==> src/hw/rtl/bitmap_rle_token_decoder_assert.svh <==
// Assertion macros for the bitmap run-length token decoder.
`ifndef BITMAP_RLE_TOKEN_DECODER_ASSERT_SVH
`define BITMAP_RLE_TOKEN_DECODER_ASSERT_SVH
`ifndef SYNTHESIS
// Checks that a property holds at every clock edge outside reset.
`define BRE_ASSERT(lbl, clk, rstn, prop, msg) \
  lbl: assert property (@(posedge clk) disable iff (!(rstn)) (prop)) else $error(msg);
// Checks that a consequent holds in the cycle after its antecedent.
`define BRE_ASSERT_NEXT(lbl, clk, rstn, ante, cons, msg) \
  lbl: assert property (@(posedge clk) disable iff (!(rstn)) (ante) |=> (cons)) \
    else $error(msg);
`else
`define BRE_ASSERT(lbl, clk, rstn, prop, msg)
`define BRE_ASSERT_NEXT(lbl, clk, rstn, ante, cons, msg)
`endif
`endif

==> src/hw/rtl/bre_pkg.sv <==
// Types and constants of the bitmap run-length token decoder.
package bre_pkg;

  // Parser phases of the run-length grammar.
  typedef enum logic [2:0] {
    PH_IDLE    = 3'd0,
    PH_VALUE   = 3'd1,
    PH_ESCAPE  = 3'd2,
    PH_RIGHT   = 3'd3,
    PH_DOWN    = 3'd4,
    PH_LITERAL = 3'd5,
    PH_PAD     = 3'd6,
    PH_DONE    = 3'd7
  } phase_e;

  // Token kinds on the output channel.
  typedef enum logic [2:0] {
    TK_RUN     = 3'd0,
    TK_LITERAL = 3'd1,
    TK_EOL     = 3'd2,
    TK_EOB     = 3'd3,
    TK_DELTA   = 3'd4
  } token_kind_e;

  // Escape codes that follow a zero byte.
  localparam logic [7:0] ESC_EOL   = 8'd0;
  localparam logic [7:0] ESC_EOB   = 8'd1;
  localparam logic [7:0] ESC_DELTA = 8'd2;

  localparam logic [7:0] NIB_LO_MASK = 8'h0F;
  localparam logic [7:0] NIB_HI_MASK = 8'hF0;

  // One decoded token.
  typedef struct packed {
    logic [2:0] token_kind;
    logic [7:0] run_length;
    logic [7:0] first_pixel;
    logic [3:0] second_pixel;
    logic [7:0] delta_right;
    logic [7:0] delta_down;
  } token_t;

endpackage

==> src/hw/rtl/bre_stream_if.sv <==
// Valid/ready channel interfaces for input bytes and output tokens.
interface bre_byte_if;
  logic       valid;
  logic       ready;
  logic [7:0] data_byte;

  modport source (output valid, output data_byte, input ready);
  modport sink (input valid, input data_byte, output ready);
endinterface

interface bre_token_if;
  logic       valid;
  logic       ready;
  logic [2:0] token_kind;
  logic [7:0] run_length;
  logic [7:0] first_pixel;
  logic [3:0] second_pixel;
  logic [7:0] delta_right;
  logic [7:0] delta_down;

  modport source (output valid, output token_kind, output run_length, output first_pixel,
                  output second_pixel, output delta_right, output delta_down, input ready);
  modport sink (input valid, input token_kind, input run_length, input first_pixel,
                input second_pixel, input delta_right, input delta_down, output ready);
endinterface

==> src/hw/rtl/bre_parser.sv <==
// Run-length grammar parser: phase state and token formation for one byte.
`include "bitmap_rle_token_decoder_assert.svh"
module bre_parser import bre_pkg::*; (
  input  logic       clk_i,
  input  logic       rst_ni,
  input  logic       step_i,
  input  logic [7:0] byte_i,
  input  logic       nib_mode_i,
  output logic       tok_valid_o,
  output token_t     tok_o
);

  phase_e     phase_q, phase_d;
  logic [7:0] pending_count_q, pending_count_d;
  logic [7:0] literal_left_q, literal_left_d;
  logic       pad_pending_q, pad_pending_d;
  logic [7:0] held_right_q, held_right_d;

  logic [7:0] hi_nib;
  logic [7:0] lo_nib;
  logic [8:0] count_plus_one;
  logic [7:0] left_after;

  assign hi_nib         = (byte_i & NIB_HI_MASK) >> 4;
  assign lo_nib         = byte_i & NIB_LO_MASK;
  assign count_plus_one = {1'b0, byte_i} + 9'd1;

  // Pixels left in a literal run after this byte.
  always_comb begin
    if (!nib_mode_i) begin
      left_after = literal_left_q - 8'd1;
    end else if (literal_left_q >= 8'd2) begin
      left_after = literal_left_q - 8'd2;
    end else begin
      left_after = 8'd0;
    end
  end

  // Next phase and held state.
  always_comb begin
    phase_d         = phase_q;
    pending_count_d = pending_count_q;
    literal_left_d  = literal_left_q;
    pad_pending_d   = pad_pending_q;
    held_right_d    = held_right_q;
    case (phase_q)
      PH_IDLE: begin
        if (byte_i == 8'd0) begin
          phase_d = PH_ESCAPE;
        end else begin
          pending_count_d = byte_i;
          phase_d         = PH_VALUE;
        end
      end
      PH_VALUE: phase_d = PH_IDLE;
      PH_ESCAPE: begin
        if (byte_i == ESC_EOL) begin
          phase_d = PH_IDLE;
        end else if (byte_i == ESC_EOB) begin
          phase_d = PH_DONE;
        end else if (byte_i == ESC_DELTA) begin
          phase_d = PH_RIGHT;
        end else begin
          // A literal run pads to a word when it fills an odd number of bytes.
          literal_left_d = byte_i;
          pad_pending_d  = nib_mode_i ? count_plus_one[1] : byte_i[0];
          phase_d        = PH_LITERAL;
        end
      end
      PH_RIGHT: begin
        held_right_d = byte_i;
        phase_d      = PH_DOWN;
      end
      PH_DOWN: phase_d = PH_IDLE;
      PH_LITERAL: begin
        literal_left_d = left_after;
        if (left_after == 8'd0) begin
          phase_d = pad_pending_q ? PH_PAD : PH_IDLE;
        end
      end
      PH_PAD: begin
        pad_pending_d = 1'b0;
        phase_d       = PH_IDLE;
      end
      PH_DONE: phase_d = PH_DONE;
      default: phase_d = PH_IDLE;
    endcase
  end

  // Token formed by this byte.
  always_comb begin
    tok_valid_o = 1'b0;
    tok_o       = '0;
    case (phase_q)
      PH_VALUE: begin
        tok_valid_o      = 1'b1;
        tok_o.token_kind = TK_RUN;
        tok_o.run_length = pending_count_q;
        if (nib_mode_i) begin
          tok_o.first_pixel  = hi_nib;
          tok_o.second_pixel = lo_nib[3:0];
        end else begin
          tok_o.first_pixel = byte_i;
        end
      end
      PH_ESCAPE: begin
        if (byte_i == ESC_EOL) begin
          tok_valid_o      = 1'b1;
          tok_o.token_kind = TK_EOL;
        end else if (byte_i == ESC_EOB) begin
          tok_valid_o      = 1'b1;
          tok_o.token_kind = TK_EOB;
        end
      end
      PH_DOWN: begin
        tok_valid_o       = 1'b1;
        tok_o.token_kind  = TK_DELTA;
        tok_o.delta_right = held_right_q;
        tok_o.delta_down  = byte_i;
      end
      PH_LITERAL: begin
        tok_valid_o      = 1'b1;
        tok_o.token_kind = TK_LITERAL;
        if (!nib_mode_i) begin
          tok_o.run_length  = 8'd1;
          tok_o.first_pixel = byte_i;
        end else if (literal_left_q >= 8'd2) begin
          tok_o.run_length   = 8'd2;
          tok_o.first_pixel  = hi_nib;
          tok_o.second_pixel = lo_nib[3:0];
        end else begin
          // Odd tail of a nibble literal: only the high nibble carries a pixel.
          tok_o.run_length  = 8'd1;
          tok_o.first_pixel = hi_nib;
        end
      end
      default: tok_valid_o = 1'b0;
    endcase
  end

  // Parser state registers advance once per consumed byte.
  always_ff @(posedge clk_i or negedge rst_ni) begin
    if (!rst_ni) begin
      phase_q         <= PH_IDLE;
      pending_count_q <= '0;
      literal_left_q  <= '0;
      pad_pending_q   <= 1'b0;
      held_right_q    <= '0;
    end else if (step_i) begin
      phase_q         <= phase_d;
      pending_count_q <= pending_count_d;
      literal_left_q  <= literal_left_d;
      pad_pending_q   <= pad_pending_d;
      held_right_q    <= held_right_d;
    end
  end

  `BRE_ASSERT_NEXT(a_done_sticks, clk_i, rst_ni, phase_q == PH_DONE, phase_q == PH_DONE, "parser left the end-of-bitmap phase")
  `BRE_ASSERT(a_literal_nonzero, clk_i, rst_ni, (phase_q != PH_LITERAL) || (literal_left_q != 8'd0), "literal phase with no pixels left")
  `BRE_ASSERT(a_pad_only_when_pending, clk_i, rst_ni, (phase_q != PH_PAD) || pad_pending_q, "pad phase without a pending pad")

endmodule

==> src/hw/rtl/bre_out_reg.sv <==
// Output token register that drives the result channel.
module bre_out_reg import bre_pkg::*; (
  input  logic        clk_i,
  input  logic        rst_ni,
  input  logic        load_i,
  input  logic        tok_valid_i,
  input  token_t      tok_i,
  output logic        can_load_o,
  bre_token_if.source tok_o
);

  logic   valid_q, valid_d;
  token_t tok_q;

  // The register takes a new step whenever it is empty or being drained.
  assign can_load_o = !valid_q || tok_o.ready;

  always_comb begin
    if (load_i) begin
      valid_d = tok_valid_i;
    end else begin
      valid_d = valid_q && !tok_o.ready;
    end
  end

  always_ff @(posedge clk_i or negedge rst_ni) begin
    if (!rst_ni) begin
      valid_q <= 1'b0;
    end else begin
      valid_q <= valid_d;
    end
  end

  // Payload needs no reset.
  always_ff @(posedge clk_i) begin
    if (load_i && tok_valid_i) begin
      tok_q <= tok_i;
    end
  end

  assign tok_o.valid        = valid_q;
  assign tok_o.token_kind   = tok_q.token_kind;
  assign tok_o.run_length   = tok_q.run_length;
  assign tok_o.first_pixel  = tok_q.first_pixel;
  assign tok_o.second_pixel = tok_q.second_pixel;
  assign tok_o.delta_right  = tok_q.delta_right;
  assign tok_o.delta_down   = tok_q.delta_down;

endmodule

==> src/hw/rtl/bitmap_rle_token_decoder.sv <==
// A byte request is registered, parsed and its token registered before it reaches the output.
// Throughput: one byte per cycle; the output token register only stalls input when it is
// full and the consumer is not ready.
// Bytes that end in padding or escape prefixes yield no token and free the slot at once.
// Reset (asynchronous, active low) clears the parser to idle, the mode to 8-bit runs and
// empties both pipeline registers.
module bitmap_rle_token_decoder import bre_pkg::*; (
  input  logic        clk_i,
  input  logic        rst_ni,
  input  logic        cfg_we_i,
  input  logic        cfg_wdata_i,
  bre_byte_if.sink    req_i,
  bre_token_if.source tok_o
);

  logic       rle_mode_q;
  logic       in_valid_q, in_valid_d;
  logic [7:0] in_byte_q;
  logic       can_load;
  logic       step;
  logic       accept;
  logic       tok_valid;
  token_t     tok;

  // Mode register.
  always_ff @(posedge clk_i or negedge rst_ni) begin
    if (!rst_ni) begin
      rle_mode_q <= 1'b0;
    end else if (cfg_we_i) begin
      rle_mode_q <= cfg_wdata_i;
    end
  end

  // Input byte register.
  assign step        = in_valid_q && can_load;
  assign req_i.ready = !in_valid_q || can_load;
  assign accept      = req_i.valid && req_i.ready;

  always_comb begin
    if (accept) begin
      in_valid_d = 1'b1;
    end else if (step) begin
      in_valid_d = 1'b0;
    end else begin
      in_valid_d = in_valid_q;
    end
  end

  always_ff @(posedge clk_i or negedge rst_ni) begin
    if (!rst_ni) begin
      in_valid_q <= 1'b0;
    end else begin
      in_valid_q <= in_valid_d;
    end
  end

  always_ff @(posedge clk_i) begin
    if (accept) begin
      in_byte_q <= req_i.data_byte;
    end
  end

  bre_parser u_parser (
    .clk_i      (clk_i),
    .rst_ni     (rst_ni),
    .step_i     (step),
    .byte_i     (in_byte_q),
    .nib_mode_i (rle_mode_q),
    .tok_valid_o(tok_valid),
    .tok_o      (tok)
  );

  bre_out_reg u_out_reg (
    .clk_i      (clk_i),
    .rst_ni     (rst_ni),
    .load_i     (step),
    .tok_valid_i(tok_valid),
    .tok_i      (tok),
    .can_load_o (can_load),
    .tok_o      (tok_o)
  );

endmodule

==> src/flat_wrapper.sv <==
// flat-port wrapper written by rule: the top's interface ports become plain ports
module bitmap_rle_token_decoder_flat import bre_pkg::*;
  (clk_i, rst_ni, cfg_we_i, cfg_wdata_i, req_i_valid, req_i_data_byte, req_i_ready, tok_o_valid, tok_o_token_kind, tok_o_run_length, tok_o_first_pixel, tok_o_second_pixel, tok_o_delta_right, tok_o_delta_down, tok_o_ready);
  bre_byte_if req_i_i ();
  bre_token_if tok_o_i ();
  input  logic clk_i;
  input  logic rst_ni;
  input  logic cfg_we_i;
  input  logic cfg_wdata_i;
  input wire logic [$bits(req_i_i.valid)-1:0] req_i_valid;
  input wire logic [$bits(req_i_i.data_byte)-1:0] req_i_data_byte;
  output wire logic [$bits(req_i_i.ready)-1:0] req_i_ready;
  output wire logic [$bits(tok_o_i.valid)-1:0] tok_o_valid;
  output wire logic [$bits(tok_o_i.token_kind)-1:0] tok_o_token_kind;
  output wire logic [$bits(tok_o_i.run_length)-1:0] tok_o_run_length;
  output wire logic [$bits(tok_o_i.first_pixel)-1:0] tok_o_first_pixel;
  output wire logic [$bits(tok_o_i.second_pixel)-1:0] tok_o_second_pixel;
  output wire logic [$bits(tok_o_i.delta_right)-1:0] tok_o_delta_right;
  output wire logic [$bits(tok_o_i.delta_down)-1:0] tok_o_delta_down;
  input wire logic [$bits(tok_o_i.ready)-1:0] tok_o_ready;
  assign req_i_i.valid = req_i_valid;
  assign req_i_i.data_byte = req_i_data_byte;
  assign req_i_ready = req_i_i.ready;
  assign tok_o_valid = tok_o_i.valid;
  assign tok_o_token_kind = tok_o_i.token_kind;
  assign tok_o_run_length = tok_o_i.run_length;
  assign tok_o_first_pixel = tok_o_i.first_pixel;
  assign tok_o_second_pixel = tok_o_i.second_pixel;
  assign tok_o_delta_right = tok_o_i.delta_right;
  assign tok_o_delta_down = tok_o_i.delta_down;
  assign tok_o_i.ready = tok_o_ready;
  bitmap_rle_token_decoder u_core (.clk_i(clk_i), .rst_ni(rst_ni), .cfg_we_i(cfg_we_i), .cfg_wdata_i(cfg_wdata_i), .req_i(req_i_i), .tok_o(tok_o_i));
endmodule
==> config.mk <==
export PLATFORM = sky130hd
export DESIGN_NAME = bitmap_rle_token_decoder_flat
export DESIGN_NICKNAME = d
export VERILOG_FILES = /design/src/hw/rtl/bre_pkg.sv /design/src/hw/rtl/bre_stream_if.sv /design/src/hw/rtl/bre_parser.sv /design/src/hw/rtl/bre_out_reg.sv /design/src/hw/rtl/bitmap_rle_token_decoder.sv /design/src/flat_wrapper.sv
export VERILOG_INCLUDE_DIRS = /design/src /design/src/hw/rtl
export SDC_FILE = /design/constraint.sdc
export NUM_CORES = 1
export LEC_CHECK = 0
export BUFFER_PORTS_ARGS = -buffer_cell sky130_fd_sc_hd__buf_2
export CAP_MARGIN = 0
export CORE_UTILIZATION = 51
export DETAILED_ROUTE_END_ITERATION = 10
export GPL_TIMING_DRIVEN = 0
export MAX_ROUTING_LAYER = met4
export PLACE_DENSITY = 0.75
export RECOVER_POWER = 50
export SLEW_MARGIN = 40
export SYNTH_ARGS = -nofsm -noshare
export SYNTH_HDL_FRONTEND = slang
export SYNTH_HIERARCHICAL = 1
export SYNTH_SLANG_ARGS = --single-unit
==> constraint.sdc <==
create_clock -name clk_i -period 2.4 [get_ports clk_i]
set_clock_uncertainty 0.1 [all_clocks]
set_input_delay 0.12 -clock clk_i [delete_from_list [all_inputs] [get_ports clk_i]]
set_output_delay 0.12 -clock clk_i [all_outputs]
set_load 0.01 [all_outputs]
# Word level (Yosys, flattened, before mapping)
# Cells that the tools add are included.
dict set report totals {
  out_inout_bits 41
  regBits 78
  word_cells 89
}
dict set report op_classes {
  n_reduce_logical 22
  order_cmp 1
  add_sub_neg 3
  mux 34
  eq_ne 13
  bitwise 1
}
# operator n
set ops {}
lappend ops {{8-bit two-way mux} 6}
lappend ops {{20-bit one-hot mux with 2 select lines} 1}
lappend ops {{10-bit two-way mux} 2}
lappend ops {{3-bit two-way mux} 6}
lappend ops {{3-bit one-hot mux with 6 select lines} 1}
lappend ops {{8-bit zero test} 2}
lappend ops {{8-bit one-hot mux with 2 select lines} 1}
lappend ops {{3-bit == test (second input constant)} 4}
lappend ops {{4-bit two-way mux} 3}
lappend ops {{5-bit AND reduction} 2}
lappend ops {{1-bit two-way mux} 9}
lappend ops {{3-bit one-hot mux with 3 select lines} 1}
lappend ops {{8-bit by 1-bit == test with 1-bit output (second input constant)} 1}
lappend ops {{8-bit by 2-bit == test with 1-bit output (second input constant)} 1}
lappend ops {{8-bit by 2-bit greater-or-equal comparator with 1-bit output (second input constant)} 1}
lappend ops {{2-bit inequality test (second input constant)} 4}
lappend ops {{8-bit by 1-bit subtractor with 8-bit output (second input constant)} 1}
lappend ops {{8-bit by 2-bit subtractor with 8-bit output (second input constant)} 1}
lappend ops {{3-bit by 2-bit == test with 1-bit output (second input constant)} 2}
lappend ops {{2-bit nonzero test} 3}
lappend ops {{3-bit OR reduction} 2}
lappend ops {{1-bit logical AND} 4}
lappend ops {{2-bit two-way mux} 2}
lappend ops {{1-bit one-hot mux with 2 select lines} 2}
lappend ops {{8 further kinds} 12}

# Depth between registers and ports, before layout
dict set report logic_depth {
  depth_word 6
  ltp_mapped 9
  ltp_nobuf 8
}

# Hierarchy
# Netlist, hierarchy kept.
# mod cells_each area_per_inst_um2 seq_area_each_um2 n_inst
set by_module_without_submodules {}
lappend by_module_without_submodules {bre_parser 242 2114.5 700.7 1}
lappend by_module_without_submodules {bre_out_reg 43 1226.2 1196.1 1}
lappend by_module_without_submodules {bitmap_rle_token_decoder 15 340.3 290.3 1}

# Worst setup path before layout
# OpenSTA, ideal clock, no wires.
dict set report synth_timing {
  path_type {register -> register}
  startpoint {register u_core.u_parser.literal_left_q[1]}
  endpoint {register u_core.u_parser.phase_q[0]}
  path_buffers 1
  stages_incl_launch_ff 10
  period_less_slack_ns 2.458
  t_arrival_ns 2.220
  path_slack_ns -0.058
  setup_time_ns 0.138
  t_required_ns 2.162
  path_cell_list {dfrtp_1 -> clkbuf_1 -> inv_1 -> ha_1 -> nor4b_1 -> mux2_2 -> a221oi_2 -> nand4_2 -> o311ai_1 -> o211ai_1}
}
dict set report synth_via {
  elab_chain_len 6
}
# item line
set synth_rtl {}
lappend synth_rtl {{start: declaration} bre_parser.sv:15} ;# logic [7:0] literal_left_q, literal_left_d;
lappend synth_rtl {{start signal: assignment} bre_parser.sv:152} ;# literal_left_q <= literal_left_d;
lappend synth_rtl {{8-bit by 2-bit subtractor with 8-bit output or 8-bit by 2-bit greater-or-equal comparator with 1-bit output (tied branches)} {bre_parser.sv:33, bre_parser.sv:32}}
lappend synth_rtl {{8-bit two-way mux} bre_parser.sv:32} ;# end else if (literal_left_q >= 8'd2) begin
lappend synth_rtl {{8-bit two-way mux (*)} bre_parser.sv:30} ;# if (!nib_mode_i) begin
lappend synth_rtl {{8-bit zero test (*)} bre_parser.sv:77} ;# if (left_after == 8'd0) begin
lappend synth_rtl {{2-bit inequality test (no line) (*)} --}
lappend synth_rtl {{2-bit AND reduction (no line) (*)} --}
lappend synth_rtl {{end signal: assignment} bre_parser.sv:150} ;# phase_q <= phase_d;
lappend synth_rtl {{end: declaration} bre_parser.sv:13} ;# phase_e phase_q, phase_d;
# Every way passes the cells marked *; elsewhere a longest branch is shown, timed or not.
# A chain may end at the register's enable or synchronous reset.

# Worst setup path after layout
# Same ends and word-level chain as after synthesis.

==> impl_metrics.env <==
export IMPL_outcome="complete, but fails checks"
export IMPL_violations="capacitance limit, slew limit, setup timing"
export IMPL_path_class="flop to flop"
export IMPL_total_power_mw=5.09
export IMPL_seqCellArea_sq_um=2190
export IMPL_overflow=0
export IMPL_portBuffers=54
export IMPL_worst_slew_pin_slew_ns=1.71
export IMPL_cp_arrival_ns=2.52
export IMPL_grt_max_degree=41
export IMPL_grt_pass1_vias=2459
export IMPL_synthesis_area_sq_um=3680
export IMPL_ant_nets=0
export IMPL_syn2layout_area_growth_pct=22.4
export IMPL_critPathMaxFanout=6
export IMPL_clkSlewWorstSetupHoldPaths_ns=0.08
export IMPL_yosys_area_top_type="edfxtp_1"
export IMPL_rrSetupSlack_ns=-0.005
export IMPL_synth_commonest_cells="edfxtp_1, and2_1, dfrtp_1"
export IMPL_dieArea_sq_um=7560
export IMPL_grt_pass1_wl_um=11900
export IMPL_rsz0062_at_grt="yes"
export IMPL_n_antenna_cell=0
export IMPL_core_sq_um=6870
export IMPL_met2_length_um=3820
export IMPL_r2r_start="u_core/u_parser/literal_left_q[1]$_DFFE_PN0P_"
export IMPL_crit_reg2reg_capture="u_core/u_parser/phase_q[0]$_DFFE_PN0P_"
export IMPL_crit_start="u_core/u_parser/literal_left_q[1]$_DFFE_PN0P_"
export IMPL_netlist_instances=300
export IMPL_synthesis_area_per_instance_sq_um=12.3
export IMPL_vias=2659
export IMPL_hpwlAfterDp_um=5160
export IMPL_synth_cell_types=57
export IMPL_yosys_top_cells_area="edfxtp_1, dfrtp_1, and2_1, mux2_2, ha_1"
export IMPL_io_pins=55
export IMPL_die_height_um=87.0
export IMPL_reg2regPathDepth=9
export IMPL_num_rows=30
export IMPL_ys_ff_latch=78
export IMPL_setup_slack_ns=-0.00487
export IMPL_drt_wirelength_per_cell_um=16.1
export IMPL_crit_end="u_core/u_parser/phase_q[0]$_DFFE_PN0P_"
export IMPL_min_period_ns=2.40
export IMPL_via_per_inst=5.48
export IMPL_multiInputGateArea_sq_um=1450
export IMPL_synth_seq_area_share=0.594
export IMPL_tritoncts="done"
export IMPL_ys_flop_type="edfxtp_1"
export IMPL_nFillCells=552
export IMPL_yosysMostFrequentCell="edfxtp_1"
export IMPL_antenna_found_initial=0
export IMPL_finalSetupTns_ns=-0.00487
export IMPL_start_util=0.536
export IMPL_critPathMaxStageDelay_ns=0.40
export IMPL_cp_end_kind="flop"
export IMPL_p_per_area_nw_per_um2=1130
export IMPL_nets=405
export IMPL_wl_met1_um=3370
export IMPL_p_leak_nw=1.78
export IMPL_root_buffer="clkbuf_8"
export IMPL_wirelength_um=7810
export IMPL_cts_max_level=3
export IMPL_synth_edff_count=47
export IMPL_cts_buffers=9
export IMPL_track_usage=0.219
export IMPL_hold_class="primary input to flop"
export IMPL_drive_gt1_frac=0.216
export IMPL_drtPass1Iterations=5
export IMPL_finalCritPeriodShare=1.00
export IMPL_drc=0
export IMPL_wl_met3_um=455
export IMPL_drv_slew=32
export IMPL_synth_top_area_share=0.383
export IMPL_place_congestion=0.892
export IMPL_yosysWarningCount=6
export IMPL_top_layer_used="met4"
export IMPL_chipWidth_um=87.0
export IMPL_synthArstFlopShare=0.397
export IMPL_clk_path_buf_depth=2
export IMPL_cts_sinks=78
export IMPL_relSlewSlack=-0.140
export IMPL_fmax_ghz=0.416
export IMPL_drt_iter0_drc=184
export IMPL_slowest_stage="dfrtp_1"
export IMPL_hold_violations=0
export IMPL_ir_drop_mv=0.481
export IMPL_maxCapViolCount=1
export IMPL_finalSetupViolations=1
export IMPL_cp_required_ns=2.51
export IMPL_synth_fp_nets=321
export IMPL_cp_start_kind="flop"
export IMPL_crit_chain="buf_6, inv_6, ha_4, nor4b_4, mux2_4, a221oi_4, nand4_2, o311ai_2, o211ai_1"
export IMPL_clock_latency_ns=0.35
## per-layer routing
metal | up-vias | GRT usage
met5 | - | -
met4 | 0 | 0.0848
met3 | 15 | 0.0483
met2 | 104 | 0.347
met1 | 1278 | 0.276
li1 | 1262 | -
## worst max-delay path: cells and delay by family, from the launching register on
kind	cells	cell delay, ns
AOI/OAI and AO/OA	3	0.63
and+or+nand+nor	2	0.44
DFF	1	0.40
muxes	1	0.35
buffers and inverters	2	0.20
adders and majority gates	1	0.14
## sequential cells by signal (all words and copies together) (netlist names), 4 cells and up
register / count
u_core/u_out_reg/tok_o.run_length: 8
u_core/u_parser/held_right_q: 8
u_core/u_parser/pending_count_q: 8
u_core/u_out_reg/tok_o.delta_right: 8
u_core/in_byte_q: 8
u_core/u_out_reg/tok_o.first_pixel: 8
u_core/u_parser/literal_left_q: 8
u_core/u_out_reg/tok_o.delta_down: 8
u_core/u_out_reg/tok_o.second_pixel: 4
## worst min-delay path by stage
stage / from / to / depth (start not counted)
floorplan: rst_ni / u_core/in_valid_q$_DFFE_PN0P_ / 0
global placement: rst_ni / u_core/u_parser/held_right_q[6]$_DFFE_PN0P_ / 1
detailed placement: rst_ni / u_core/u_parser/held_right_q[6]$_DFFE_PN0P_ / 1
CTS: rst_ni / u_core/u_parser/held_right_q[6]$_DFFE_PN0P_ / 2
global route: req_i_data_byte[6] / u_core/in_byte_q[6]$_DFFE_PP_ / 2
finish: req_i_data_byte[7] / u_core/in_byte_q[7]$_DFFE_PP_ / 2
## report_power, final
group          total (mW)  internal, mW  switching (mW)
logic                2.00         0.817            1.18
clock network        1.06         0.587           0.476
registers            2.03          1.84           0.183
## metrics by stage
step | instances | util | cell area (sq um) | worst slack, ns | hold WS, ns
final | 485 | 0.656 | 4510 | -0.00487 | 0.376
after global routing | 485 | 0.656 | 4510 | -0.0939 | 0.360
after CTS | 479 | 0.648 | 4450 | -0.0856 | 0.281
after detailed placement | 450 | 0.594 | 4080 | -0.260 | 0.124
after global placement | 450 | 0.594 | 4080 | -0.250 | 0.116
after floorplan | 300 | - | 3690 | 0.0392 | -0.276
## cell usage in the layout (no fill, tap or decap), types with 5 or more instances in the layout
cell	synthesis	layout
ha_1	7	6
dfrtp_1	31	30
clkbuf_1	6	46
nor2_1	20	17
mux2_2	15	14
buf_4	1	7
buf_2	5	17
inv_1	9	7
nand2_1	20	20
clkbuf_8	0	9
and2_1	31	31
o21ai_0	11	11
nor3_1	5	5
nand2b_1	4	5
edfxtp_1	47	47
a21oi_1	10	10
dlygate4sd3_1	0	13
o21ai_1	9	9
## layout make-up
cell class,instances,share of cell area
Clock inverter,7,0.0214
Timing Repair Buffer,73,0.0872
Sequential cell,78,0.486
Clock buffer,9,0.0275
Tap cell,96,0.0267
Buffer,15,0.0200
Multi-Input combinational cell,197,0.322
Inverter,10,0.00944
## cell families after synthesis
kind of cell               count (synthesis)  synth area share
adders and majority gates                  7            0.0238
buffers and inverters                     25            0.0323
DFF                                       78             0.594
muxes                                     21            0.0639
AOI/OAI and AO/OA                         62             0.118
xor gates and xnor gates                   1           0.00238
and+or+nand+nor                          106             0.165
## timing repair
action,in CTS,in global routing
resized for setup,6,19
hold endpoints to repair,42,0
cloned,0,0
setup buffers,0,6
pin swaps,1,4
hold buffers,13,0
setup endpoints to repair,44,56
Note: power is estimated with default switching activity, not from simulation.
